==> config.mk <==
export PLATFORM = sky130hd
export DESIGN_NAME = podavg_skid
export DESIGN_NICKNAME = d
export VERILOG_FILES = /design/src/podavg_pkg.sv /design/src/podavg_skid.sv
export SDC_FILE = /design/constraint.sdc
export NUM_CORES = 1
export LEC_CHECK = 0
export BUFFER_PORTS_ARGS = -buffer_cell sky130_fd_sc_hd__clkbuf_2
export CAP_MARGIN = 5
export CORE_UTILIZATION = 47
export DETAILED_ROUTE_END_ITERATION = 12
export PLACE_DENSITY = 0.87
export SYNTH_ARGS = -nofsm -noshare
export SYNTH_HDL_FRONTEND = slang
export SYNTH_SLANG_ARGS = --single-unit
export TNS_END_PERCENT = 100
==> constraint.sdc <==
create_clock -name clk -period 8.01 [get_ports clk]
set_clock_uncertainty 0.2 [all_clocks]
set_input_delay 0.801 -clock clk [delete_from_list [all_inputs] [get_ports clk]]
set_output_delay 0.801 -clock clk [all_outputs]
set_load 0.01 [all_outputs]
==> src/podavg_pkg.sv <==
`default_nettype none

package podavg_pkg;

    localparam int SEC_W          = 32;
    localparam int USEC_W         = 20;
    localparam int DS_W           = 35;
    localparam int DU_W           = 23;
    localparam int TOT_W          = 56;
    localparam int RES_W          = 32;
    localparam int SUM_W          = 40;
    localparam int USEC_PER_SEC   = 1000000;
    localparam int DEFAULT_WINDOW = 10;
    localparam int RECIP_SHIFT    = 40;
    localparam int CDIV_LAT       = 5;

    typedef enum logic [1:0] {
        CMD_SYNC   = 2'd0,
        CMD_FOLLOW = 2'd1,
        CMD_IGNORE = 2'd2,
        CMD_DRESP  = 2'd3
    } cmd_t;

    typedef enum logic [1:0] {
        KIND_REQ    = 2'd0,
        KIND_REPORT = 2'd1,
        KIND_AVG    = 2'd2
    } kind_t;

    typedef logic signed [RES_W-1:0] sword_t;

    typedef struct packed {
        logic valid;
        logic report;
    } podavg_ctl_t;

    typedef struct packed {
        kind_t  kind;
        sword_t offset_us;
        sword_t delay_us;
        sword_t avg_offset_us;
        sword_t avg_delay_us;
    } podavg_word_t;

endpackage

`default_nettype wire

==> src/podavg_skid.sv <==
`default_nettype none

module podavg_skid
    import podavg_pkg::*;
(
    input  wire logic    clk,
    input  wire logic    rst_n,
    input  wire logic    in_valid,
    input  podavg_word_t in_word,
    input  wire logic    out_ready,
    output logic         advance,
    output logic         out_valid,
    output podavg_word_t out_word
);

    logic         out_valid_reg;
    logic         out_valid_next;
    logic         skid_valid_reg;
    logic         skid_valid_next;
    podavg_word_t out_word_reg;
    podavg_word_t out_word_next;
    podavg_word_t skid_word_reg;
    podavg_word_t skid_word_next;

    // The pipeline moves only while the spare slot is empty.
    assign advance = !skid_valid_reg;

    always_comb
    begin
        out_valid_next  = out_valid_reg;
        skid_valid_next = skid_valid_reg;
        out_word_next   = out_word_reg;
        skid_word_next  = skid_word_reg;
        if (skid_valid_reg)
        begin
            if (out_ready)
            begin
                out_word_next   = skid_word_reg;
                skid_valid_next = 1'b0;
            end
        end
        else if (!out_valid_reg || out_ready)
        begin
            out_valid_next = in_valid;
            out_word_next  = in_word;
        end
        else if (in_valid)
        begin
            skid_valid_next = 1'b1;
            skid_word_next  = in_word;
        end
    end

    always_ff @(posedge clk or negedge rst_n)
    begin
        if (!rst_n)
        begin
            out_valid_reg  <= 1'b0;
            skid_valid_reg <= 1'b0;
        end
        else
        begin
            out_valid_reg  <= out_valid_next;
            skid_valid_reg <= skid_valid_next;
        end
    end

    always_ff @(posedge clk)
    begin
        out_word_reg  <= out_word_next;
        skid_word_reg <= skid_word_next;
    end

    assign out_valid = out_valid_reg;
    assign out_word  = out_word_reg;

endmodule

`default_nettype wire

After elaboration in Yosys (flattened, before gate mapping)
Index checks and enable logic that the tools add are counted.
{"block": "classes", "eq_ne": 1, "muxes": 7, "bitwise": 2, "reduce_logical": 7}
{"op": "130-bit 2-to-1 mux", "n": 3}
{"op": "1-bit 2-to-1 mux", "n": 4}
{"op": "2-bit AND reduction", "n": 2}
{"op": "3-bit AND reduction", "n": 1}
{"op": "1-bit zero test", "n": 2}
{"op": "2-bit != test (second input constant)", "n": 1}
{"op": "1-bit NOT", "n": 2}
{"op": "2-bit nonzero test", "n": 1}
{"op": "1-bit logical OR", "n": 1}
{"block": "totals", "regBits": 262, "in_bits": 134, "out_inout_bits": 132, "word_cells": 29}

Logic depth before layout (Yosys ltp)
{"block": "logic_depth", "depth_word": 4, "depth_mapped": 5, "depth_no_buf": 2}

Worst setup path after synthesis
Ideal clock, no wire load.
{"block": "synth_timing", "path_kind": "register to register", "startpoint": "reg skid_valid_reg", "endpoint": "reg out_word_reg, in the netlist out_word[0], enable pin", "setup_ns": 0.646, "arrival_ns": 6.762, "required_time_ns": 7.164, "slack_ns": 0.402, "path_stages_with_launch": 5, "path_buffers": 3, "period_less_slack_ns": 7.608, "cell_sequence": "dfrtp_1 > buf_6 > buf_6 > buf_6 > o21bai_1"}
{"block": "synth_between", "elab_chain_len": 2, "elab_cells_between_ends": 3}
{"item": "start, declared", "line": "podavg_skid.sv:18", "rtl": "logic skid_valid_reg;"}
{"item": "start signal, assigned", "line": "podavg_skid.sv:64", "rtl": "skid_valid_reg <= skid_valid_next;"}
{"item": "2-bit != test (no source line) / 2-bit nonzero test (equally long branches)"}
{"item": "2-bit AND reduction (no source line) (*)"}
{"item": "end signal, assigned", "line": "podavg_skid.sv:70", "rtl": "out_word_reg <= out_word_next;"}
{"item": "end, declared", "line": "podavg_skid.sv:20", "rtl": "podavg_word_t out_word_reg;"}
Every way passes the cells marked *; elsewhere a longest branch is shown, timed or not.
A chain may end at the register's enable or synchronous reset.

Worst setup path in the final report
{"block": "layout_timing", "startpoint": "reg skid_valid_reg", "endpoint": "out advance"}
{"block": "layout_between", "elab_chain_len": 1}
{"item": "1-bit zero test", "line": "podavg_skid.sv:26", "rtl": "assign advance = !skid_valid_reg;"}
{"item": "end, declared", "line": "podavg_skid.sv:11", "rtl": "output logic advance,"}
No other way between the ends.

==> results.py <==
metrics = {
    "cts": {
        "path_clk_slew_ps": 60,
        "clock_path_buffers": 3,
        "clk_latency_ps": 520,
        "hold_buffers": 1,
        "tritoncts": "done",
        "postCtsSetupBuffers": 0,
        "cts-htree-levels": 1,
        "cts_resized": 0,
        "cts_buffers": 27,
        "root_buffer": "clkbuf_16",
        "cts_sinks": 262,
    },
    "die": {
        "num_rows": 52,
        "dieArea_um2": 21130,
        "initial_utilization": 0.4790,
        "boundaryPins": 266,
        "die_w_um": 145.4,
        "core-area_um2": 20170,
        "die_h_um": 145.4,
    },
    "drt": {
        "viasPerCell": 4.888,
        "firstDrtPassIters": 4,
        "route.vias.total": 4839,
        "wl_per_cell_um": 17.99,
        "ant_nets": 0,
        "drc": 0,
        "drtIter0Drc": 225,
        "drt_wl_total_mm": 17.81,
    },
    "global_routing": {
        "grt_max_degree": 82,
        "antenna_found_initial": 0,
        "grt_first_pass_wirelength_mm": 26.97,
        "grt_pass1_vias": 4978,
        "grt_overflow": 0,
        "grtUsageTotal": 0.1641,
    },
    "placed_design": {
        "dp.cells": 939,
        "io_buffers": 265,
        "gp_congestion": 0.7727,
        "dp_hpwl_mm": 11.72,
    },
    "final_layout": {
        "multi_input_area_um2": 1695,
        "syn_to_final_growth_pct": 26.20,
        "diodes": 0,
        "fill_cells": 1452,
        "drive_above_1_share": 0.6222,
        "seq_area_um2": 7861,
        "fin_nets": 833,
        "final_cells": 990,
    },
    "sta": {
        "finalSetupViolCount": 0,
        "min_period_ps": 3399,
        "slew_violations": 0,
        "fmax_ghz": 0.2942,
        "relSlewSlack": 0.2737,
        "grt_setup_unrepaired": "no",
        "hold_violations": 0,
        "fin_setup_tns_ps": 0,
        "tightest_slew_ps": 1089,
        "timing.final.crit_share": 0.4244,
    },
    "worst_setup_path": {
        "crit_path_max_fanout": 53,
        "cp_data_required_time_ps": 7010,
        "arrival_ps": 2400,
        "worstSetupPathType": "reg2out",
        "critPathLaunch": "skid_valid_reg$_DFF_PN0_",
        "cp-end-kind": "output pin",
        "reg2reg_from": "skid_valid_reg$_DFF_PN0_",
        "startpoint_type": "register",
    },
    "yosys": {
        "synth_top_cell_area_share": 0.8082,
        "ys_types": 13,
        "yosys_warnings": 0,
        "syn_area_per_cell_um2": 23.33,
        "seq_area_frac_synth": 0.8134,
        "syn-num-nets": 548,
        "ys_ff_latch": 262,
        "synth_area_um2": 9661,
        "synthCells": 414,
        "synth.largest_area_cell": "edfxtp_1",
        "synth_area_leaders": "edfxtp_1 (81%), mux2_2 (9.8%), mux2_4 (7.1%)",
    },
    "run": {
        "cap_violations": 0,
    },
    "pwr": {
        "power_density_nw_per_um2": 269.6,
        "max-vdd-ir-drop_uv": 207.2,
        "p_leak_nw": 4.779,
    },
    "status": {
        "status": "complete, no violations",
    },
    "worst_hold_path": {
        "hold_start": "in_word[122]",
        "hold_path.class": "in2reg",
    },
}
[power by group]
group	internal [mW]	switching, mW	leakage [nW]	total [mW]
sequential	1.65	0.0400	2.52	1.69
clock	0.776	0.491	0.455	1.27
combinational	0.155	0.174	1.81	0.329
[worst max-delay path: stages, from the launching register on]
cell      delay (ps)
dfrtp_4          890
buf_4            690
inv_2             80
clkbuf_2         160
[per-layer routing]
layer | up-vias | part of all wire | global-route usage
li1 | 2245 | - | -
met1 | 2368 | 0.39 | 0.1939
met2 | 191 | 0.50 | 0.2856
met3 | 35 | 0.075 | 0.05016
met4 | 0 | 0.027 | 0.05526
met5 | - | 0 | 0
[synthesized netlist by cell type]
library cell  number
edfxtp_1         260
mux2_2            84
buf_2              8
nor2_1             1
a21oi_1            1
a22o_1             1
and4bb_2           1
nand2b_1           1
dfrtp_1            2
buf_6              7
o21bai_1           1
inv_2              1
mux2_4            46
[cell families (layout without fill, tap and decap cells)]
kind of cell | after synthesis | count (layout) | share of synthesized area
flip-flops | 262 | 262 | 0.8134
buffers and inverters | 16 | 322 | 0.01269
AND/OR/NAND/NOR | 3 | 3 | 0.002331
AO/OA/AOI/OAI | 3 | 3 | 0.002202
multiplexers | 130 | 130 | 0.1694
[layout make-up]
type | count | share of cell area
clock buffers | 34 | 0.06004
well taps | 270 | 0.02771
flip-flops and latches | 262 | 0.6448
inverters | 1 | 0.0003079
clock inverters | 16 | 0.01539
multi-input cells | 136 | 0.1391
repair buffers | 271 | 0.1127
[per-stage QoR]
| stage | cell area [µm²] | power [mW] | util | worst slack [ps] | hold WS (ps) |
|---|---|---|---|---|---|
| global placement | 11260 | 2.039 | 0.5584 | 4628 | 325.7 |
| CTS | 12190 | 3.329 | 0.6045 | 4558 | 249.8 |
| detailed placement | 11260 | 2.052 | 0.5584 | 4599 | 331.3 |
| finish | 12190 | 3.287 | 0.6045 | 4611 | 275.2 |
| floorplan | 9661 | 1.913 | - | 401.6 | 305.4 |
| global route | 12190 | 3.404 | 0.6045 | 4483 | 245.2 |
[path summary, 6_finish.rpt]
path                                                end  slack (ps)  depth (start not counted)
min in group asynchronous      skid_valid_reg$_DFF_PN0_         400                          2
hold reg to reg                 out_word[120]$_DFFE_PP_         340                          1
max in group asynchronous      skid_valid_reg$_DFF_PN0_        7100                          2
setup reg to reg           skid_word_reg[111]$_DFFE_PP_        4710                          2
setup / recovery                                advance        4610                          3
hold / removal             skid_word_reg[122]$_DFFE_PP_         280                          1
[layout by cell type (no fill, tap or decap), types with 2 or more instances in the layout]
| cell | n |
|---|---|
| clkinv_2 | 7 |
| buf_4 | 5 |
| clkbuf_8 | 3 |
| clkbuf_16 | 27 |
| clkbuf_1 | 4 |
| edfxtp_1 | 260 |
| bufinv_16 | 4 |
| clkinv_1 | 2 |
| mux2_2 | 84 |
| mux2_4 | 46 |
| clkbuf_2 | 265 |
Note: power is estimated with default switching activity, not from simulation.
