$ cat config.mk
export PLATFORM = sky130hd
export DESIGN_NAME = podavg_front
export DESIGN_NICKNAME = d
export VERILOG_FILES = /design/src/podavg_pkg.sv /design/src/podavg_front.sv
export SDC_FILE = /design/constraint.sdc
export NUM_CORES = 2
export LEC_CHECK = 0
export BUFFER_PORTS_ARGS = -buffer_cell sky130_fd_sc_hd__buf_2
export CAP_MARGIN = 25
export CORE_MARGIN = 4
export CORE_UTILIZATION = 55
export DETAILED_ROUTE_END_ITERATION = 12
export GPL_ROUTABILITY_DRIVEN = 0
export PLACE_DENSITY = 0.83
export SYNTH_ARGS = -nofsm -noshare
export SYNTH_HDL_FRONTEND = slang
export SYNTH_SLANG_ARGS = --single-unit
$ cat constraint.sdc
create_clock -name clk -period 14.4 [get_ports clk]
set_input_delay 0.72 -clock clk [delete_from_list [all_inputs] [get_ports clk]]
set_output_delay 0.72 -clock clk [all_outputs]
set_load 0.05 [all_outputs]
$ cat src/podavg_pkg.sv
`default_nettype none

package podavg_pkg;

    localparam int SEC_W          = 32;
    localparam int USEC_W         = 20;
    localparam int DS_W           = 35;
    localparam int DU_W           = 23;
    localparam int TOT_W          = 56;
    localparam int RES_W          = 32;
    localparam int SUM_W          = 40;
    localparam int USEC_PER_SEC   = 1000000;
    localparam int DEFAULT_WINDOW = 10;
    localparam int RECIP_SHIFT    = 40;
    localparam int CDIV_LAT       = 5;

    typedef enum logic [1:0] {
        CMD_SYNC   = 2'd0,
        CMD_FOLLOW = 2'd1,
        CMD_IGNORE = 2'd2,
        CMD_DRESP  = 2'd3
    } cmd_t;

    typedef enum logic [1:0] {
        KIND_REQ    = 2'd0,
        KIND_REPORT = 2'd1,
        KIND_AVG    = 2'd2
    } kind_t;

    typedef logic signed [RES_W-1:0] sword_t;

    typedef struct packed {
        logic valid;
        logic report;
    } podavg_ctl_t;

    typedef struct packed {
        kind_t  kind;
        sword_t offset_us;
        sword_t delay_us;
        sword_t avg_offset_us;
        sword_t avg_delay_us;
    } podavg_word_t;

endpackage

`default_nettype wire

$ cat src/podavg_front.sv
`default_nettype none

module podavg_front
    import podavg_pkg::*;
(
    input  wire logic              clk,
    input  wire logic              rst_n,
    input  wire logic              advance,
    input  wire logic              in_accept,
    input  wire logic [1:0]        command,
    input  wire logic [SEC_W-1:0]  local_sec,
    input  wire logic [USEC_W-1:0] local_usec,
    input  wire logic [SEC_W-1:0]  remote_sec,
    input  wire logic [USEC_W-1:0] remote_usec,
    output podavg_ctl_t            ctl,
    output sword_t                 off,
    output sword_t                 dly
);

    localparam logic signed [TOT_W-1:0] SAT_MAX = TOT_W'(64'sh7fffffff);
    localparam logic signed [TOT_W-1:0] SAT_MIN = TOT_W'(-64'sh80000000);

    function automatic logic signed [DS_W-1:0] sec_diff(
        input logic [SEC_W-1:0] a,
        input logic [SEC_W-1:0] b,
        input logic [SEC_W-1:0] c,
        input logic [SEC_W-1:0] d
    );
        return $signed(DS_W'(a) + DS_W'(b) - DS_W'(c) - DS_W'(d));
    endfunction

    function automatic logic signed [DU_W-1:0] usec_diff(
        input logic [USEC_W-1:0] a,
        input logic [USEC_W-1:0] b,
        input logic [USEC_W-1:0] c,
        input logic [USEC_W-1:0] d
    );
        return $signed(DU_W'(a) + DU_W'(b) - DU_W'(c) - DU_W'(d));
    endfunction

    // Halve with truncation toward zero, then clamp to the 32-bit signed range.
    function automatic sword_t half_sat(input logic signed [TOT_W-1:0] t);
        logic signed [TOT_W-1:0] h;
        h = (t + $signed({{(TOT_W-1){1'b0}}, t[TOT_W-1]})) >>> 1;
        if (h > SAT_MAX) begin
            return SAT_MAX[RES_W-1:0];
        end
        if (h < SAT_MIN) begin
            return SAT_MIN[RES_W-1:0];
        end
        return h[RES_W-1:0];
    endfunction

    cmd_t cmd;

    logic [SEC_W-1:0]  t0_sec_reg;
    logic [USEC_W-1:0] t0_usec_reg;
    logic [SEC_W-1:0]  t1_sec_reg;
    logic [USEC_W-1:0] t1_usec_reg;
    logic [SEC_W-1:0]  t2_sec_reg;
    logic [USEC_W-1:0] t2_usec_reg;

    logic                    s1_valid_reg;
    logic                    s1_valid_next;
    logic                    s1_report_reg;
    logic                    s1_report_next;
    logic signed [DS_W-1:0]  s1_soff_reg;
    logic signed [DS_W-1:0]  s1_soff_next;
    logic signed [DU_W-1:0]  s1_uoff_reg;
    logic signed [DU_W-1:0]  s1_uoff_next;
    logic signed [DS_W-1:0]  s1_sdly_reg;
    logic signed [DS_W-1:0]  s1_sdly_next;
    logic signed [DU_W-1:0]  s1_udly_reg;
    logic signed [DU_W-1:0]  s1_udly_next;

    logic                    s2_valid_reg;
    logic                    s2_report_reg;
    logic signed [TOT_W-1:0] s2_toff_reg;
    logic signed [TOT_W-1:0] s2_toff_next;
    logic signed [TOT_W-1:0] s2_tdly_reg;
    logic signed [TOT_W-1:0] s2_tdly_next;

    logic                    s3_valid_reg;
    logic                    s3_report_reg;
    sword_t                  s3_off_reg;
    sword_t                  s3_off_next;
    sword_t                  s3_dly_reg;
    sword_t                  s3_dly_next;

    assign cmd = cmd_t'(command);

    always_ff @(posedge clk or negedge rst_n)
    begin
        if (!rst_n)
        begin
            t0_sec_reg  <= '0;
            t0_usec_reg <= '0;
            t1_sec_reg  <= '0;
            t1_usec_reg <= '0;
            t2_sec_reg  <= '0;
            t2_usec_reg <= '0;
        end
        else if (in_accept)
        begin
            unique case (cmd)
                CMD_SYNC:
                begin
                    t1_sec_reg  <= local_sec;
                    t1_usec_reg <= local_usec;
                end
                CMD_FOLLOW:
                begin
                    t0_sec_reg  <= remote_sec;
                    t0_usec_reg <= remote_usec;
                    t2_sec_reg  <= local_sec;
                    t2_usec_reg <= local_usec;
                end
                CMD_IGNORE:
                begin
                end
                CMD_DRESP:
                begin
                end
                default:
                begin
                end
            endcase
        end
    end

    always_comb
    begin
        s1_valid_next  = in_accept && (cmd == CMD_FOLLOW || cmd == CMD_DRESP);
        s1_report_next = (cmd == CMD_DRESP);
        s1_soff_next   = sec_diff(t1_sec_reg, t2_sec_reg, t0_sec_reg, remote_sec);
        s1_uoff_next   = usec_diff(t1_usec_reg, t2_usec_reg, t0_usec_reg, remote_usec);
        s1_sdly_next   = sec_diff(t1_sec_reg, remote_sec, t0_sec_reg, t2_sec_reg);
        s1_udly_next   = usec_diff(t1_usec_reg, remote_usec, t0_usec_reg, t2_usec_reg);
    end

    always_comb
    begin
        s2_toff_next = TOT_W'(s1_soff_reg) * TOT_W'(USEC_PER_SEC) + TOT_W'(s1_uoff_reg);
        s2_tdly_next = TOT_W'(s1_sdly_reg) * TOT_W'(USEC_PER_SEC) + TOT_W'(s1_udly_reg);
    end

    always_comb
    begin
        s3_off_next = s2_report_reg ? half_sat(s2_toff_reg) : '0;
        s3_dly_next = s2_report_reg ? half_sat(s2_tdly_reg) : '0;
    end

    always_ff @(posedge clk or negedge rst_n)
    begin
        if (!rst_n)
        begin
            s1_valid_reg <= 1'b0;
            s2_valid_reg <= 1'b0;
            s3_valid_reg <= 1'b0;
        end
        else if (advance)
        begin
            s1_valid_reg <= s1_valid_next;
            s2_valid_reg <= s1_valid_reg;
            s3_valid_reg <= s2_valid_reg;
        end
    end

    always_ff @(posedge clk)
    begin
        if (advance)
        begin
            s1_report_reg <= s1_report_next;
            s1_soff_reg   <= s1_soff_next;
            s1_uoff_reg   <= s1_uoff_next;
            s1_sdly_reg   <= s1_sdly_next;
            s1_udly_reg   <= s1_udly_next;
            s2_report_reg <= s1_report_reg;
            s2_toff_reg   <= s2_toff_next;
            s2_tdly_reg   <= s2_tdly_next;
            s3_report_reg <= s2_report_reg;
            s3_off_reg    <= s3_off_next;
            s3_dly_reg    <= s3_dly_next;
        end
    end

    assign ctl.valid  = s3_valid_reg;
    assign ctl.report = s3_report_reg;
    assign off        = s3_off_reg;
    assign dly        = s3_dly_reg;

endmodule

`default_nettype wire

Word level (Yosys, flattened, before mapping)
Cells that the tools add are included.
{ "totals": {"ff_bits": 454, "input_bits": 110, "output_inout_bits": 66} }
{ "classes": {"add_sub_neg": 16, "multipliers": 2, "order_cmp": 4, "eq_ne": 2, "n_mux": 14, "reduce_logical": 5} }
{ "ops": {"columns": ["operator", "n"], "rows": [
  ["32-bit two-way mux", 8],
  ["56-bit by 2-bit adder with 56-bit output", 2],
  ["56-bit by 23-bit adder with 56-bit output", 2],
  ["55-bit by 32-bit greater-than comparator with 1-bit output (second input constant)", 2],
  ["55-bit by 32-bit < comparator with 1-bit output (second input constant)", 2],
  ["35-bit by 15-bit multiplier with 50-bit output (second input constant)", 2],
  ["34-bit by 33-bit subtractor with 35-bit output", 2],
  ["33-bit by 32-bit subtractor with 34-bit output", 2],
  ["32-bit by 32-bit adder with 33-bit output", 2],
  ["22-bit by 21-bit subtractor with 23-bit output", 2],
  ["21-bit by 20-bit subtractor with 22-bit output", 2],
  ["20-bit by 20-bit adder with 21-bit output", 2],
  ["1-bit two-way mux", 6],
  ["2-bit AND reduction", 2],
  ["2-bit by 1-bit == test with 1-bit output (second input constant)", 1],
  ["2-bit == test (second input constant)", 1],
  ["2-bit zero test", 1],
  ["1-bit logical AND", 1],
  ["1-bit logical OR", 1]
]} }

Depth between registers and ports, before layout
{ "logic_depth": {"word_depth": 6, "depth_mapped": 33} }

Worst setup path after synthesis
OpenSTA, ideal clock, no wires.
{ "synth_path": {"kind": "register -> register", "start": "reg s1_sdly_reg[7]", "end": "reg s2_tdly_reg[55] (data pin)", "setup_time_ns": 0.259, "arrival_time_ns": 7.290, "required_ns": 14.141, "setup_slack_ns": 6.851, "path_stages_with_launch": 34, "path_buffers": 0, "period_less_slack_ns": 7.549, "path_cell_list": "edfxtp_1 > ha_1 > inv_1 > fa_1 > inv_1 > fa_1 > inv_1 > fa_1 > inv_1 > fa_1 > ha_1 > ha_1 > nand3_1 > o22ai_1 > nor2_1 > a31oi_1 > o211ai_1 > o21ai_0 > a31o_2 > nand3_1 > o31ai_1 > xor2_1 > ha_1 > a21o_1 > a21o_1 > a21oi_1 > o21ai_0 > a21o_1 > a21oi_1 > o21ai_0 > a21o_1 > a41o_1 > a21oi_1 > xnor2_1"} }
{ "synth_via": {"elab_chain_cells": 2} }
{ "synth_rtl": {"columns": ["element", "line", "text"], "rows": [
  ["start: declaration", "podavg_front.sv:71", "logic signed [DS_W-1:0] s1_sdly_reg;"],
  ["start signal: assignment", "podavg_front.sv:176", "s1_sdly_reg <= s1_sdly_next;"],
  ["35-bit by 15-bit multiplier with 50-bit output", "podavg_front.sv:144", "s2_tdly_next = TOT_W'(s1_sdly_reg) * TOT_W'(USEC_PER_SEC) + TOT_W'(s1_udly_reg);"],
  ["56-bit by 23-bit adder with 56-bit output", "podavg_front.sv:144", null],
  ["via s2_tdly_next[55]", "podavg_front.sv:81", "logic signed [TOT_W-1:0] s2_tdly_next;"],
  ["end signal: assignment", "podavg_front.sv:180", "s2_tdly_reg <= s2_tdly_next;"],
  ["end: declaration", "podavg_front.sv:80", "logic signed [TOT_W-1:0] s2_tdly_reg;"]
]} }
The timed path passes the listed nets, and every way through them passes these cells.
A chain may end at the register's enable or synchronous reset.

Worst setup path after layout
{ "layout_path": {"start": "reg s1_soff_reg[7]", "end": "reg s2_toff_reg[49] (data pin)"} }
{ "layout_via": {"elab_chain_cells": 2} }
{ "layout_rtl": {"columns": ["element", "line", "text"], "rows": [
  ["start: declaration", "podavg_front.sv:67", "logic signed [DS_W-1:0] s1_soff_reg;"],
  ["start signal: assignment", "podavg_front.sv:174", "s1_soff_reg <= s1_soff_next;"],
  ["35-bit by 15-bit multiplier with 50-bit output", "podavg_front.sv:143", "s2_toff_next = TOT_W'(s1_soff_reg) * TOT_W'(USEC_PER_SEC) + TOT_W'(s1_uoff_reg);"],
  ["56-bit by 23-bit adder with 56-bit output", "podavg_front.sv:143", null],
  ["via s2_toff_next[49]", "podavg_front.sv:79", "logic signed [TOT_W-1:0] s2_toff_next;"],
  ["end signal: assignment", "podavg_front.sv:179", "s2_toff_reg <= s2_toff_next;"],
  ["end: declaration", "podavg_front.sv:78", "logic signed [TOT_W-1:0] s2_toff_reg;"]
]} }
The timed path passes the listed nets, and every way through them passes these cells.

==> flow_metrics.py <==
metrics = {
    "synth": {
        "yosysWarnings": 0,
        "synth-main-ff-cell": "edfxtp_1",
        "synthArstFlopShare_pct": 35.02,
        "yosysTopAreaCell": "ha_1",
        "synth-seq-area-share_pct": 24.65,
        "synth_edf_count": 295,
        "synth_top_area_share_pct": 18.66,
        "synthCells": 5399,
        "syn_nets": 6707,
        "syn_area_sq_um": 52090,
        "synth_common_cells": "inv_1, ha_1, fa_1, a21oi_1, o21ai_0",
        "syn_avg_cell_area_sq_um": 9.647,
        "ys_seq_elements": 454,
        "synth_cell_type_count": 87,
        "synthTopCellsByArea": "ha_1, edfxtp_1, fa_1",
        "synth.most_common_cell": "inv_1",
    },
    "clocking": {
        "cts_setup_buffers": 0,
        "cts_buffers": 52,
        "clkLatencyLatePin_ns": 0.63,
        "cts_root_buffer": "clkbuf_16",
        "ctsHtreeMaxLevel": 2,
        "holdBufCountCts": 0,
        "cts_tree": "done",
        "path_clk_slew_ns": 0.06,
        "post_cts_resized": 0,
        "clock_path_buffers": 3,
        "clock_sinks": 454,
    },
    "job": {
        "cap_violations": 0,
    },
    "placed_design": {
        "dp_hpwl_microns": 101800,
        "portBuffers": 175,
        "post_dp_cell_area_sq_um": 54370,
        "pre_cts_slack_ns": 6.236,
    },
    "drt": {
        "wl_microns": 123300,
        "vias": 39370,
        "drtAntennaViolNets": 0,
        "viasPerCell": 5.727,
        "route.detailed.drc": 0,
        "first_pass_iters": 5,
        "dr.first_iter.drc_count": 2948,
        "wl_per_cell_microns": 17.93,
    },
    "sta": {
        "rsz0062_at_grt": "false",
        "clock.fmax_ghz": 0.1191,
        "worstMarginPinSlew_ns": 1.015,
        "setup-violations-final": 0,
        "maxSlewHeadroom_pct": 31.95,
        "period_share_pct": 58.30,
        "postLayoutSetupSlackWorst_ns": 6.005,
        "drv_slew": 0,
        "post-route-min-period_ns": 8.395,
        "setup-tns-final_ns": 0,
        "hold_viol_final": 0,
        "finClkSkew_ns": 0.02516,
    },
    "setup_path": {
        "slowest_stage": "fa_1",
        "r2r_cells": 29,
        "r2r_setup_slack_ns": 6.01,
        "cp-start-kind": "flop",
        "timing.rr.end": "s2_toff_reg[49]$_DFFE_PP_",
        "worst_ep_required_time_ns": 14.76,
        "path_class": "flop to flop",
        "cp_slowest_stage_delay_ns": 0.53,
        "critPathArrivalTime_ns": 8.75,
        "timing.rr.start": "s1_soff_reg[7]$_DFFE_PP_",
        "cp-end-kind": "flop",
        "critPathMaxFanout": 7,
    },
    "floorplan": {
        "fp.dieW_microns": 315.7,
        "num_rows": 112,
        "ios": 176,
        "chipHeight_microns": 315.7,
        "start_util_pct": 55.64,
        "fp.coreArea_sq_um": 93610,
        "die_area_sq_um": 99690,
    },
    "layout": {
        "area_growth_pct": 8.153,
        "drive_gt1_share_pct": 6.782,
        "final_cell_area_sq_um": 56330,
        "nNetsFinal": 6884,
    },
    "status": {
        "status": "finished clean",
    },
    "worst_hold_path": {
        "hp-class": "input port to async pin",
    },
    "global_route": {
        "antenna_found_initial": 7,
        "grt_pass1_vias": 39590,
        "groute.usage.overall_pct": 24.65,
        "grt_max_degree": 105,
        "grt_pass1_wl_microns": 200200,
        "grt_overflow_total": 0,
    },
}
[cell usage in the layout, fill, tap and decap left out, drive strengths merged, types with 57 or more instances in the layout]
master	instances
edfxtp	295
nor2	246
clkbuf	61
o21ai	370
nor2b	61
nor3	67
xor2	165
mux2	57
xnor2	307
ha	777
inv	878
buf	188
a21o	185
nand3	110
fa	421
a21oi	340
dfrtp	159
nand2	304
[stage by stage]
| stage | util (%) | hold WS (ns) | std cells |
|---|---|---|---|
| finish | 60.18 | 0.2128 | 6874 |
| global route | 60.18 | 0.2810 | 6873 |
| CTS | 60.13 | 0.2169 | 6870 |
| detailed placement | 58.09 | 0.4045 | 6774 |
| global placement | 58.07 | 0.4026 | 6773 |
| floorplan | - | 0.4003 | 5399 |
[how the worst max path moves through the flow]
stage / to / cells past startpoint / from / slack, ns
after floorplan: s2_tdly_reg[55]$_DFFE_PP_ / 33 / s1_sdly_reg[7]$_DFFE_PP_ / 6.85
after global placement: s2_tdly_reg[55]$_DFFE_PP_ / 33 / s1_sdly_reg[7]$_DFFE_PP_ / 6.36
after detailed placement: s2_tdly_reg[54]$_DFFE_PP_ / 29 / s1_sdly_reg[7]$_DFFE_PP_ / 6.24
after CTS: s2_toff_reg[49]$_DFFE_PP_ / 29 / s1_soff_reg[7]$_DFFE_PP_ / 6.14
after global routing: s2_toff_reg[49]$_DFFE_PP_ / 29 / s1_soff_reg[7]$_DFFE_PP_ / 5.54
final: s2_toff_reg[49]$_DFFE_PP_ / 29 / s1_soff_reg[7]$_DFFE_PP_ / 6.01
[cells by family (layout without fill, tap and decap cells)]
family / Yosys count / in the layout / share of synthesized area (%)
fa+ha+maj: 1200 / 1200 / 34.88
compound gates: 1224 / 1224 / 14.50
other cells: 0 / 2 / 0
xor+xnor: 472 / 472 / 7.937
flops: 454 / 454 / 24.65
simple gates: 1048 / 1048 / 9.866
buf+inv: 939 / 1158 / 6.837
mux: 62 / 62 / 1.328
[routing by layer]
layer	vias up	wire length (microns)	track usage (%)
met2	1362	56960	40.64
met3	228	9423	4.241
met5	-	32	0
li1	18889	-	-
met1	18885	53220	33.72
met4	6	3638	6.983
[cell type report]
cell class | instances | area (sq um)
clock buffers | 61 | 1356
repair buffers | 189 | 1030
clock inverters | 35 | 558.0
fillers | 7568 | 37280
inverters | 873 | 3277
well taps | 1254 | 1569
multi-input cells | 4006 | 35700
flip-flops and latches | 454 | 12840
diodes | 2 | 5.005
[worst max-delay path: cells and delay by family (launching register included)]
kind / cells / cell delay, ns
compound gates: 9 / 2.60
flops: 1 / 0.52
xor+xnor: 2 / 0.23
buf+inv: 4 / 0.25
fa+ha+maj: 8 / 3.37
simple gates: 6 / 1.16
Power is left out: the tool's default activity adds up to more than one toggle a clock period on the data nets, which glitch-free logic cannot reach.
