**src/podavg_pkg.sv**
```systemverilog
`default_nettype none

package podavg_pkg;

    localparam int SEC_W          = 32;
    localparam int USEC_W         = 20;
    localparam int DS_W           = 35;
    localparam int DU_W           = 23;
    localparam int TOT_W          = 56;
    localparam int RES_W          = 32;
    localparam int SUM_W          = 40;
    localparam int USEC_PER_SEC   = 1000000;
    localparam int DEFAULT_WINDOW = 10;
    localparam int RECIP_SHIFT    = 40;
    localparam int CDIV_LAT       = 5;

    typedef enum logic [1:0] {
        CMD_SYNC   = 2'd0,
        CMD_FOLLOW = 2'd1,
        CMD_IGNORE = 2'd2,
        CMD_DRESP  = 2'd3
    } cmd_t;

    typedef enum logic [1:0] {
        KIND_REQ    = 2'd0,
        KIND_REPORT = 2'd1,
        KIND_AVG    = 2'd2
    } kind_t;

    typedef logic signed [RES_W-1:0] sword_t;

    typedef struct packed {
        logic valid;
        logic report;
    } podavg_ctl_t;

    typedef struct packed {
        kind_t  kind;
        sword_t offset_us;
        sword_t delay_us;
        sword_t avg_offset_us;
        sword_t avg_delay_us;
    } podavg_word_t;

endpackage

`default_nettype wire

```
**src/podavg_cdiv.sv**
```systemverilog
`default_nettype none

module podavg_cdiv
    import podavg_pkg::*;
#(
    parameter int WINDOW = DEFAULT_WINDOW
)
(
    input  wire logic                    clk,
    input  wire logic                    advance,
    input  wire logic signed [SUM_W-1:0] dividend,
    output sword_t                       quotient
);

    localparam int HALF_W = SUM_W / 2;
    localparam int RLO_W  = RECIP_SHIFT + 1 - HALF_W;
    localparam int PROD_W = SUM_W + RECIP_SHIFT + 1;

    localparam logic [63:0]          RECIP_FULL = (64'd1 << RECIP_SHIFT) / 64'(WINDOW);
    localparam logic [RECIP_SHIFT:0] RECIP      = RECIP_FULL[RECIP_SHIFT:0];
    localparam logic [RLO_W-1:0]     RECIP_LO   = RECIP[RLO_W-1:0];
    localparam logic [HALF_W-1:0]    RECIP_HI   = RECIP[RECIP_SHIFT:RLO_W];
    localparam logic [SUM_W-1:0]     DIVISOR    = SUM_W'(WINDOW);

    logic                       neg_a_reg;
    logic [SUM_W-1:0]           mag_a_reg;
    logic [SUM_W-1:0]           mag_a_next;

    logic                       neg_b_reg;
    logic [SUM_W-1:0]           mag_b_reg;
    logic [HALF_W+RLO_W-1:0]    pp_ll_reg;
    logic [HALF_W+HALF_W-1:0]   pp_lh_reg;
    logic [HALF_W+RLO_W-1:0]    pp_hl_reg;
    logic [HALF_W+HALF_W-1:0]   pp_hh_reg;

    logic [PROD_W-1:0]          prod_sum;
    logic                       neg_c_reg;
    logic [SUM_W-1:0]           mag_c_reg;
    logic [RES_W-1:0]           q0_c_reg;

    logic                       neg_d_reg;
    logic [SUM_W-1:0]           mag_d_reg;
    logic [RES_W-1:0]           q0_d_reg;
    logic [SUM_W-1:0]           qw_d_reg;
    logic [SUM_W-1:0]           qw_d_next;

    logic [SUM_W-1:0]           rem;
    logic [RES_W-1:0]           q_mag;
    sword_t                     quotient_reg;
    sword_t                     quotient_next;

    // The reciprocal estimate is low by at most one; the remainder check repairs it.
    always_comb
    begin
        mag_a_next = dividend[SUM_W-1] ? $unsigned(-dividend) : $unsigned(dividend);
        prod_sum   = PROD_W'(pp_ll_reg)
                   + (PROD_W'(pp_lh_reg) << RLO_W)
                   + (PROD_W'(pp_hl_reg) << HALF_W)
                   + (PROD_W'(pp_hh_reg) << (RLO_W + HALF_W));
        qw_d_next  = SUM_W'(q0_c_reg) * DIVISOR;
        rem        = mag_d_reg - qw_d_reg;
        q_mag      = q0_d_reg + ((rem >= DIVISOR) ? RES_W'(1) : RES_W'(0));
        quotient_next = neg_d_reg ? -$signed(q_mag) : $signed(q_mag);
    end

    always_ff @(posedge clk)
    begin
        if (advance)
        begin
            neg_a_reg    <= dividend[SUM_W-1];
            mag_a_reg    <= mag_a_next;

            neg_b_reg    <= neg_a_reg;
            mag_b_reg    <= mag_a_reg;
            pp_ll_reg    <= mag_a_reg[HALF_W-1:0] * RECIP_LO;
            pp_lh_reg    <= mag_a_reg[HALF_W-1:0] * RECIP_HI;
            pp_hl_reg    <= mag_a_reg[SUM_W-1:HALF_W] * RECIP_LO;
            pp_hh_reg    <= mag_a_reg[SUM_W-1:HALF_W] * RECIP_HI;

            neg_c_reg    <= neg_b_reg;
            mag_c_reg    <= mag_b_reg;
            q0_c_reg     <= prod_sum[RECIP_SHIFT +: RES_W];

            neg_d_reg    <= neg_c_reg;
            mag_d_reg    <= mag_c_reg;
            q0_d_reg     <= q0_c_reg;
            qw_d_reg     <= qw_d_next;

            quotient_reg <= quotient_next;
        end
    end

    assign quotient = quotient_reg;

endmodule

`default_nettype wire

```
**src/podavg_window.sv**
```systemverilog
`default_nettype none

module podavg_window
    import podavg_pkg::*;
#(
    parameter int WINDOW = DEFAULT_WINDOW
)
(
    input  wire logic  clk,
    input  wire logic  rst_n,
    input  wire logic  advance,
    input  podavg_ctl_t ctl,
    input  sword_t     off,
    input  sword_t     dly,
    output logic       out_valid,
    output podavg_word_t out_word
);

    localparam int               CNT_W      = (WINDOW > 1) ? $clog2(WINDOW) : 1;
    localparam logic [CNT_W-1:0] LAST_COUNT = CNT_W'(WINDOW - 1);

    logic signed [SUM_W-1:0] offset_sum_reg;
    logic signed [SUM_W-1:0] offset_sum_next;
    logic signed [SUM_W-1:0] delay_sum_reg;
    logic signed [SUM_W-1:0] delay_sum_next;
    logic [CNT_W-1:0]        count_reg;
    logic [CNT_W-1:0]        count_next;

    logic signed [SUM_W-1:0] offset_acc;
    logic signed [SUM_W-1:0] delay_acc;
    logic                    last;
    kind_t                   kind_next;

    logic [CDIV_LAT-1:0]     dl_valid_reg;
    kind_t                   dl_kind_reg [CDIV_LAT];
    sword_t                  dl_off_reg  [CDIV_LAT];
    sword_t                  dl_dly_reg  [CDIV_LAT];

    sword_t                  avg_off;
    sword_t                  avg_dly;
    kind_t                   tail_kind;

    always_comb
    begin
        offset_acc      = offset_sum_reg + SUM_W'(off);
        delay_acc       = delay_sum_reg + SUM_W'(dly);
        last            = (count_reg == LAST_COUNT);
        offset_sum_next = offset_sum_reg;
        delay_sum_next  = delay_sum_reg;
        count_next      = count_reg;
        kind_next       = KIND_REQ;
        if (ctl.valid && ctl.report)
        begin
            if (last)
            begin
                offset_sum_next = '0;
                delay_sum_next  = '0;
                count_next      = '0;
                kind_next       = KIND_AVG;
            end
            else
            begin
                offset_sum_next = offset_acc;
                delay_sum_next  = delay_acc;
                count_next      = count_reg + CNT_W'(1);
                kind_next       = KIND_REPORT;
            end
        end
    end

    always_ff @(posedge clk or negedge rst_n)
    begin
        if (!rst_n)
        begin
            offset_sum_reg <= '0;
            delay_sum_reg  <= '0;
            count_reg      <= '0;
            dl_valid_reg   <= '0;
        end
        else if (advance)
        begin
            offset_sum_reg <= offset_sum_next;
            delay_sum_reg  <= delay_sum_next;
            count_reg      <= count_next;
            dl_valid_reg   <= {dl_valid_reg[CDIV_LAT-2:0], ctl.valid};
        end
    end

    always_ff @(posedge clk)
    begin
        if (advance)
        begin
            dl_kind_reg[0] <= kind_next;
            dl_off_reg[0]  <= off;
            dl_dly_reg[0]  <= dly;
            for (int i = 1; i < CDIV_LAT; i++)
            begin
                dl_kind_reg[i] <= dl_kind_reg[i-1];
                dl_off_reg[i]  <= dl_off_reg[i-1];
                dl_dly_reg[i]  <= dl_dly_reg[i-1];
            end
        end
    end

    podavg_cdiv #(
        .WINDOW (WINDOW)
    ) u_cdiv_off (
        .clk      (clk),
        .advance  (advance),
        .dividend (offset_acc),
        .quotient (avg_off)
    );

    podavg_cdiv #(
        .WINDOW (WINDOW)
    ) u_cdiv_dly (
        .clk      (clk),
        .advance  (advance),
        .dividend (delay_acc),
        .quotient (avg_dly)
    );

    assign tail_kind = dl_kind_reg[CDIV_LAT-1];
    assign out_valid = dl_valid_reg[CDIV_LAT-1];

    always_comb
    begin
        out_word.kind          = tail_kind;
        out_word.offset_us     = dl_off_reg[CDIV_LAT-1];
        out_word.delay_us      = dl_dly_reg[CDIV_LAT-1];
        out_word.avg_offset_us = (tail_kind == KIND_AVG) ? avg_off : '0;
        out_word.avg_delay_us  = (tail_kind == KIND_AVG) ? avg_dly : '0;
    end

endmodule

`default_nettype wire

```
**config.mk**
```make
export PLATFORM = sky130hd
export DESIGN_NAME = podavg_window
export DESIGN_NICKNAME = d
export VERILOG_FILES = /design/src/podavg_pkg.sv /design/src/podavg_cdiv.sv /design/src/podavg_window.sv
export SDC_FILE = /design/constraint.sdc
export NUM_CORES = 2
export LEC_CHECK = 0
export BUFFER_PORTS_ARGS = -buffer_cell sky130_fd_sc_hd__buf_4
export CELL_PAD_IN_SITES_DETAIL_PLACEMENT = 1
export CELL_PAD_IN_SITES_GLOBAL_PLACEMENT = 1
export CORE_ASPECT_RATIO = 1.25
export CORE_MARGIN = 2
export CORE_UTILIZATION = 54
export CTS_BUF_LIST = sky130_fd_sc_hd__clkbuf_4
export DETAILED_ROUTE_END_ITERATION = 8
export PLACE_DENSITY = 0.93
export RECOVER_POWER = 25
export SYNTH_ARGS = -nofsm -noshare
export SYNTH_HDL_FRONTEND = slang
export SYNTH_SLANG_ARGS = --single-unit
```
**constraint.sdc**
```tcl
create_clock -name clk -period 8.4 [get_ports clk]
set_input_delay 0.42 -clock clk [delete_from_list [all_inputs] [get_ports clk]]
set_output_delay 0.42 -clock clk [all_outputs]
set_load 0.05 [all_outputs]
```
After elaboration in Yosys (flattened, before gate mapping)
Memories as Yosys holds them, arrays and structs flattened.
Index checks and enable logic that the tools add are counted.

word-level totals
  input bits = 69
  bits in read-only memories = 0
  memories kept = 3
  bits in latches = 0
  word-level logic and storage cells = 89
  bits in writable memories = 330
  register bits = 969

memories
  name         depth  width  read ports  clocked after memory_dff  wr ports  RTL line             source
  dl_dly_reg   5      32     5           0                         5         podavg_window.sv:37  sword_t dl_dly_reg [CDIV_LAT];
  dl_off_reg   5      32     5           0                         5         podavg_window.sv:36  sword_t dl_off_reg [CDIV_LAT];
  dl_kind_reg  5      2      5           0                         5         podavg_window.sv:35  kind_t dl_kind_reg [CDIV_LAT];

cells by class
  div/mod/pow operators = 0
  equal/unequal tests = 2
  $lt $le $gt $ge = 2
  muxes and demuxes = 15
  add/sub/neg operators = 17
  shifts and indexed selects = 0
  $mul = 10
  bitwise logic cells = 0
  reductions and logical operators = 2

operators by type and width
  operator                                              count
  multiplier 20 x 21 -> 41 bit, second input constant   4
  adder 72 x 61 -> 72 bit                               2
  adder 72 bit                                          2
  two-way mux 32 bit                                    4
  adder 41 x 57 -> 58 bit                               2
  adder 40 x 32 -> 40 bit                               2
  >= comparator 40 x 4 -> 1 bit, second input constant  2
  two-way mux 40 bit                                    2
  negation 40 bit                                       2
  subtractor 40 x 36 -> 40 bit                          2
  two-way mux 39 bit                                    2
  multiplier 32 x 3 -> 35 bit, second input constant    2
  multiplier 20 x 14 -> 34 bit, second input constant   2
  adder 32 bit                                          2
  negation 32 bit                                       2
  multiplier 20 x 14 -> 29 bit, second input constant   2
  adder 4 x 1 -> 4 bit, second input constant           1
  == test 4 bit, second input constant                  1
  two-way mux 1 bit                                     4
  two-way mux 2 bit                                     2
  two-way mux 4 bit                                     1
  == test 2 bit, second input constant                  1
  AND reduction 2 bit                                   1
  logical AND 1 bit                                     1

Longest topological paths before layout
  depth after elaboration = 6
  mapped depth = 32
  depth with buffers taken out = 31

Hierarchy
A second synthesis with hierarchy kept.

second synthesis, totals
  cells, all modules = 8544
  area, all modules = 100156.1 um^2

modules (own cells, without submodules)
  module                    area an instance (um^2)  cells each  times used
  podavg_cdiv (u_cdiv_off)  40934.3                  3608        1
  podavg_cdiv (u_cdiv_dly)  40895.5                  3627        1
  podavg_window             18326.3                  1309        1

Worst setup path before layout
No wires, ideal clock.

  kind = reg-to-reg
  from = register u_cdiv_off.mag_a_reg[9]
  to = register u_cdiv_off.pp_ll_reg[40], data pin
  arrival time = 6799 ps
  slack = 1334 ps
  setup time = 268 ps
  required time = 8132 ps
  stages on the path, launching flop included = 27
  path buffers = 0
  period minus slack after synthesis = 7066 ps
  cells stage by stage = edfxtp_1 > inv_1 > ha_1 > inv_1 > fa_1 > inv_1 > fa_1 > inv_1 > fa_1 > inv_1 > fa_1 > inv_1 > fa_1 > ha_1 > ha_1 > and4_1 > a221o_1 > a311oi_1 > a311oi_1 > o211a_1 > o22a_1 > a31o_2 > a21oi_1 > o21bai_1 > and2_1 > o41ai_1 > xnor2_1

on the way
  cells in the longest elaborated chain, start to end = 1

RTL lines
  item                          RTL line           source
  start, declared               podavg_cdiv.sv:26  logic [SUM_W-1:0] mag_a_reg;
  start signal, assigned        podavg_cdiv.sv:71  mag_a_reg <= mag_a_next;
  multiplier 20 x 21 -> 41 bit  podavg_cdiv.sv:75  pp_ll_reg <= mag_a_reg[HALF_W-1:0] * RECIP_LO;
  end signal, assigned          podavg_cdiv.sv:75
  end, declared                 podavg_cdiv.sv:31  logic [HALF_W+RLO_W-1:0] pp_ll_reg;

No other way between the ends.
A chain may end at the register's enable or synchronous reset.

Final worst setup path
  from = register u_cdiv_dly.mag_a_reg[26]
  to = register u_cdiv_dly.pp_hl_reg[40], data pin

on the way
  cells in the longest elaborated chain, start to end = 1

RTL lines
  item                          RTL line           source
  start, declared               podavg_cdiv.sv:26
  start signal, assigned        podavg_cdiv.sv:71
  multiplier 20 x 21 -> 41 bit  podavg_cdiv.sv:77  pp_hl_reg <= mag_a_reg[SUM_W-1:HALF_W] * RECIP_LO;
  end signal, assigned          podavg_cdiv.sv:77
  end, declared                 podavg_cdiv.sv:33  logic [HALF_W+RLO_W-1:0] pp_hl_reg;

No other way between the ends.

==> summary.md <==
| Metric | Value |
|---|---|
| Outcome | complete, but fails checks |
| Failing checks | max-capacitance violations, max-slew violations |
| Yosys cell types | 105 |
| Worst-path clk slew | approximately 0.080 ns |
| HPWL reported at the end of detailed placement | 236000 um |
| Post-synth top area cell | edfxtp_1 |
| Critical Path RT | between 9 and 10 ns |
| Die area | between 0.15 and 0.2 sq mm |
| Post-synth top area share | between 30% and 40% |
| Tot GR Track Use | approximately 33% |
| Final Cycle Share | 96.1% |
| Clock Latency Late Sink | about 1.5 ns |
| Root Buffer | clkbuf_4 |
| Clock period minus worst slack | between 8 and 9 ns |
| Commonest non-fill, non-tap cell in the layout | ha_1 |
| Post-route setup slack | approximately 0.32 ns |
| Pre-CTS setup slack | approximately 0.13 ns |
| Global-route wire length before repair | slightly below 500000 um |
| Total grt overflow | 0 |
| Critical Path Source Type | register |
| Slowest CP cell | edfxtp_1 |
| Type of the most critical hold path | in -> reg |
| Vias per cell | 6.01 |
| Slew @ Worst Pin | 5.54 ns |
| Chip Width | about 390 um |
| Max stage delay on crit path | 0.63 ns |
| Fmax | about 120 MHz |
| Slew HR | -269% |
| RSZ-0062 raised after global routing | no |
| Final WL | 313000 um |
| Antenna-violating nets left | 0 |
| Most common cell on crit path | fa_1 |
| Post-DR wirelength/cell | approximately 26 um |
| Main synth FF type | edfxtp_1 |
| Synthesized Nets | ~11000 |
| Kind of end point of the critical path | register |
| Synthesized netlist cell count | roughly 8800 |
| Post-synth EDFFs | between 1000 and 1500 |
| Clk buf depth | 4 |
| Cell area after synthesis | ~0.10 sq mm |
| Core area | ~0.19 sq mm |
| DRC | 0 |
| Slew Viols, Final | 161 |
| Most frequent cells in the layout | 1479 x ha_1, 1336 x inv_1, 1152 x edfxtp_1 |
| Drt pass-1 iters | 6 |
| WP buf/inv | 4 |
| Kind of critical path | reg -> reg |
| Layout cell share with drive strength beyond 1 | 8.19% |
| Initial core utilization | 54.3% |
| Final setup vio count | 0 |
| Worst Clk Skew | about 0.16 ns |
| Mean Syn Cell Area | approximately 12 sq um |
| # port buffers | 199 |
| Synth-to-layout area growth | 9.39% |
| First DRT Iteration DRCs | between 4000 and 5000 |
| Largest net degree at the start of global routing | between 150 and 200 |
| # clock sinks | 1241 |
| Synthesis Warnings | 0 |
| Ranking of synthesized cells by area | edfxtp_1 34%, ha_1 18%, fa_1 16% |
| Num CTS Buffers | around 340 |
| Setup tns final | 0 ns |
| Final Hold Fails | 0 |
| # H-tree levels | 5 |
| Multi-input logic area | just under 0.06 sq mm |
| Ports | 200 |
| Post-synthesis sequential area ratio | between 30% and 40% |
| CP delay by family, top | adder cells |
| Crit Path Max Fanout | 8 |
| GP Congestion | roughly 0.9 |
| Die Y | between 400 and 500 um |
| Max-cap violations | 2 |
| Nets@finish | ~12000 |
| Initial antenna violation count | 15 |
| WP data arrival | ~9.2 ns |
| Register area | around 0.037 sq mm |
| Vias in the first global route | 82651 |
| FP Rows | 177 |
| CTS tree | yes |
| Post-synthesis register bit count | between 1000 and 1500 |
| Ys async rst share | under 10% |
| Via count | 72021 |
| Filler cells | 19239 |
timing repair:
item	CTS	global route
hold endpoints to repair	588	0
buffers inserted	0	12
resized for setup	0	7
hold buffers	138	0
setup endpoints to repair	0	14
cell usage after synthesis (89+ instances only):
| master | count |
|---|---|
| ha_1 | 1479 |
| inv_1 | 1336 |
| edfxtp_1 | 1152 |
| fa_1 | 800 |
| xnor2_1 | 475 |
| a21oi_1 | 432 |
| nor2_1 | 353 |
| nand2_1 | 318 |
| o21ai_0 | 294 |
| xor2_1 | 238 |
| a21o_1 | 213 |
| nand3_1 | 146 |
| nor3_1 | 115 |
| and2_1 | 92 |
| clkbuf_1 | 91 |
| dfrtp_1 | 89 |
cell families after synthesis:
kind of cell | synth area share, %
and+or+nand+nor | 7.60
adders and majority gates | 34.2
xor gates and xnor gates | 6.18
AOI/OAI and AO/OA | 9.56
DFF | 36.4
buffers and inverters | 5.87
muxes | 0.185
path summary, 6_finish.rpt:
kind                                          start                        to  slack [ns]  cells past startpoint
max                        u_cdiv_dly.mag_a_reg[26]  u_cdiv_dly.pp_hl_reg[40]        0.32                     25
min                                          off[1]         offset_sum_reg[1]        0.27                      5
max reg2reg                u_cdiv_dly.mag_a_reg[26]  u_cdiv_dly.pp_hl_reg[40]        0.32                     25
min reg2reg                u_cdiv_dly.mag_b_reg[14]  u_cdiv_dly.mag_c_reg[14]        0.40                      0
max in group asynchronous                     rst_n        offset_sum_reg[37]        5.21                      5
min in group asynchronous                     rst_n              count_reg[0]        0.82                      5
worst register-to-register path, cell delays in order (launching register included):
cell	delay [ns]
edfxtp_1	0.63
ha_1	0.44
inv_1	0.12
fa_1	0.40
inv_1	0.11
fa_1	0.49
inv_1	0.11
fa_1	0.48
fa_1	0.55
inv_1	0.05
fa_1	0.53
fa_1	0.44
ha_1	0.35
a21o_1	0.19
a21oi_1	0.24
o211ai_1	0.20
o31ai_1	0.41
o21ai_0	0.26
nand3_1	0.17
a31oi_1	0.15
o21a_1	0.21
nor2_1	0.29
o21ai_0	0.23
a21oi_1	0.34
o21ai_0	0.24
xnor2_1	0.18
metal layers:
layer	wire length, um	global-route usage, %
met1	113000	35.9
met4	22400	21.8
met2	160000	59.2
met5	104	0
met3	17400	6.30
per-stage QoR:
| stage | cell area, sq um | hold WS (ns) | cells | util [%] |
|---|---|---|---|---|
| 3_3_place_gp | 105000 | 0.400 | 11255 | 56.5 |
| 3_5_place_dp | 105000 | 0.405 | 11255 | 56.5 |
| 5_1_grt | 111000 | 0.234 | 11986 | 59.4 |
| 6_report | 111000 | 0.268 | 11991 | 59.4 |
| 2_1_floorplan | 101000 | 0.124 | 8754 | - |
| 4_1_cts | 111000 | 0.0138 | 11967 | 59.5 |
cell type report:
cell class | instances | area share (%)
repair buffers | 406 | 2.89
clock inverters | 110 | 0.537
well taps | 2416 | 2.74
inverters | 1337 | 4.54
flip-flops and latches | 1241 | 33.3
diodes | 12 | 0.0272
clock buffers | 464 | 3.15
multi-input cells | 6005 | 52.8
Power is not shown: default switching activity piles up to over one toggle a cycle in this logic, so the estimate is an artifact.
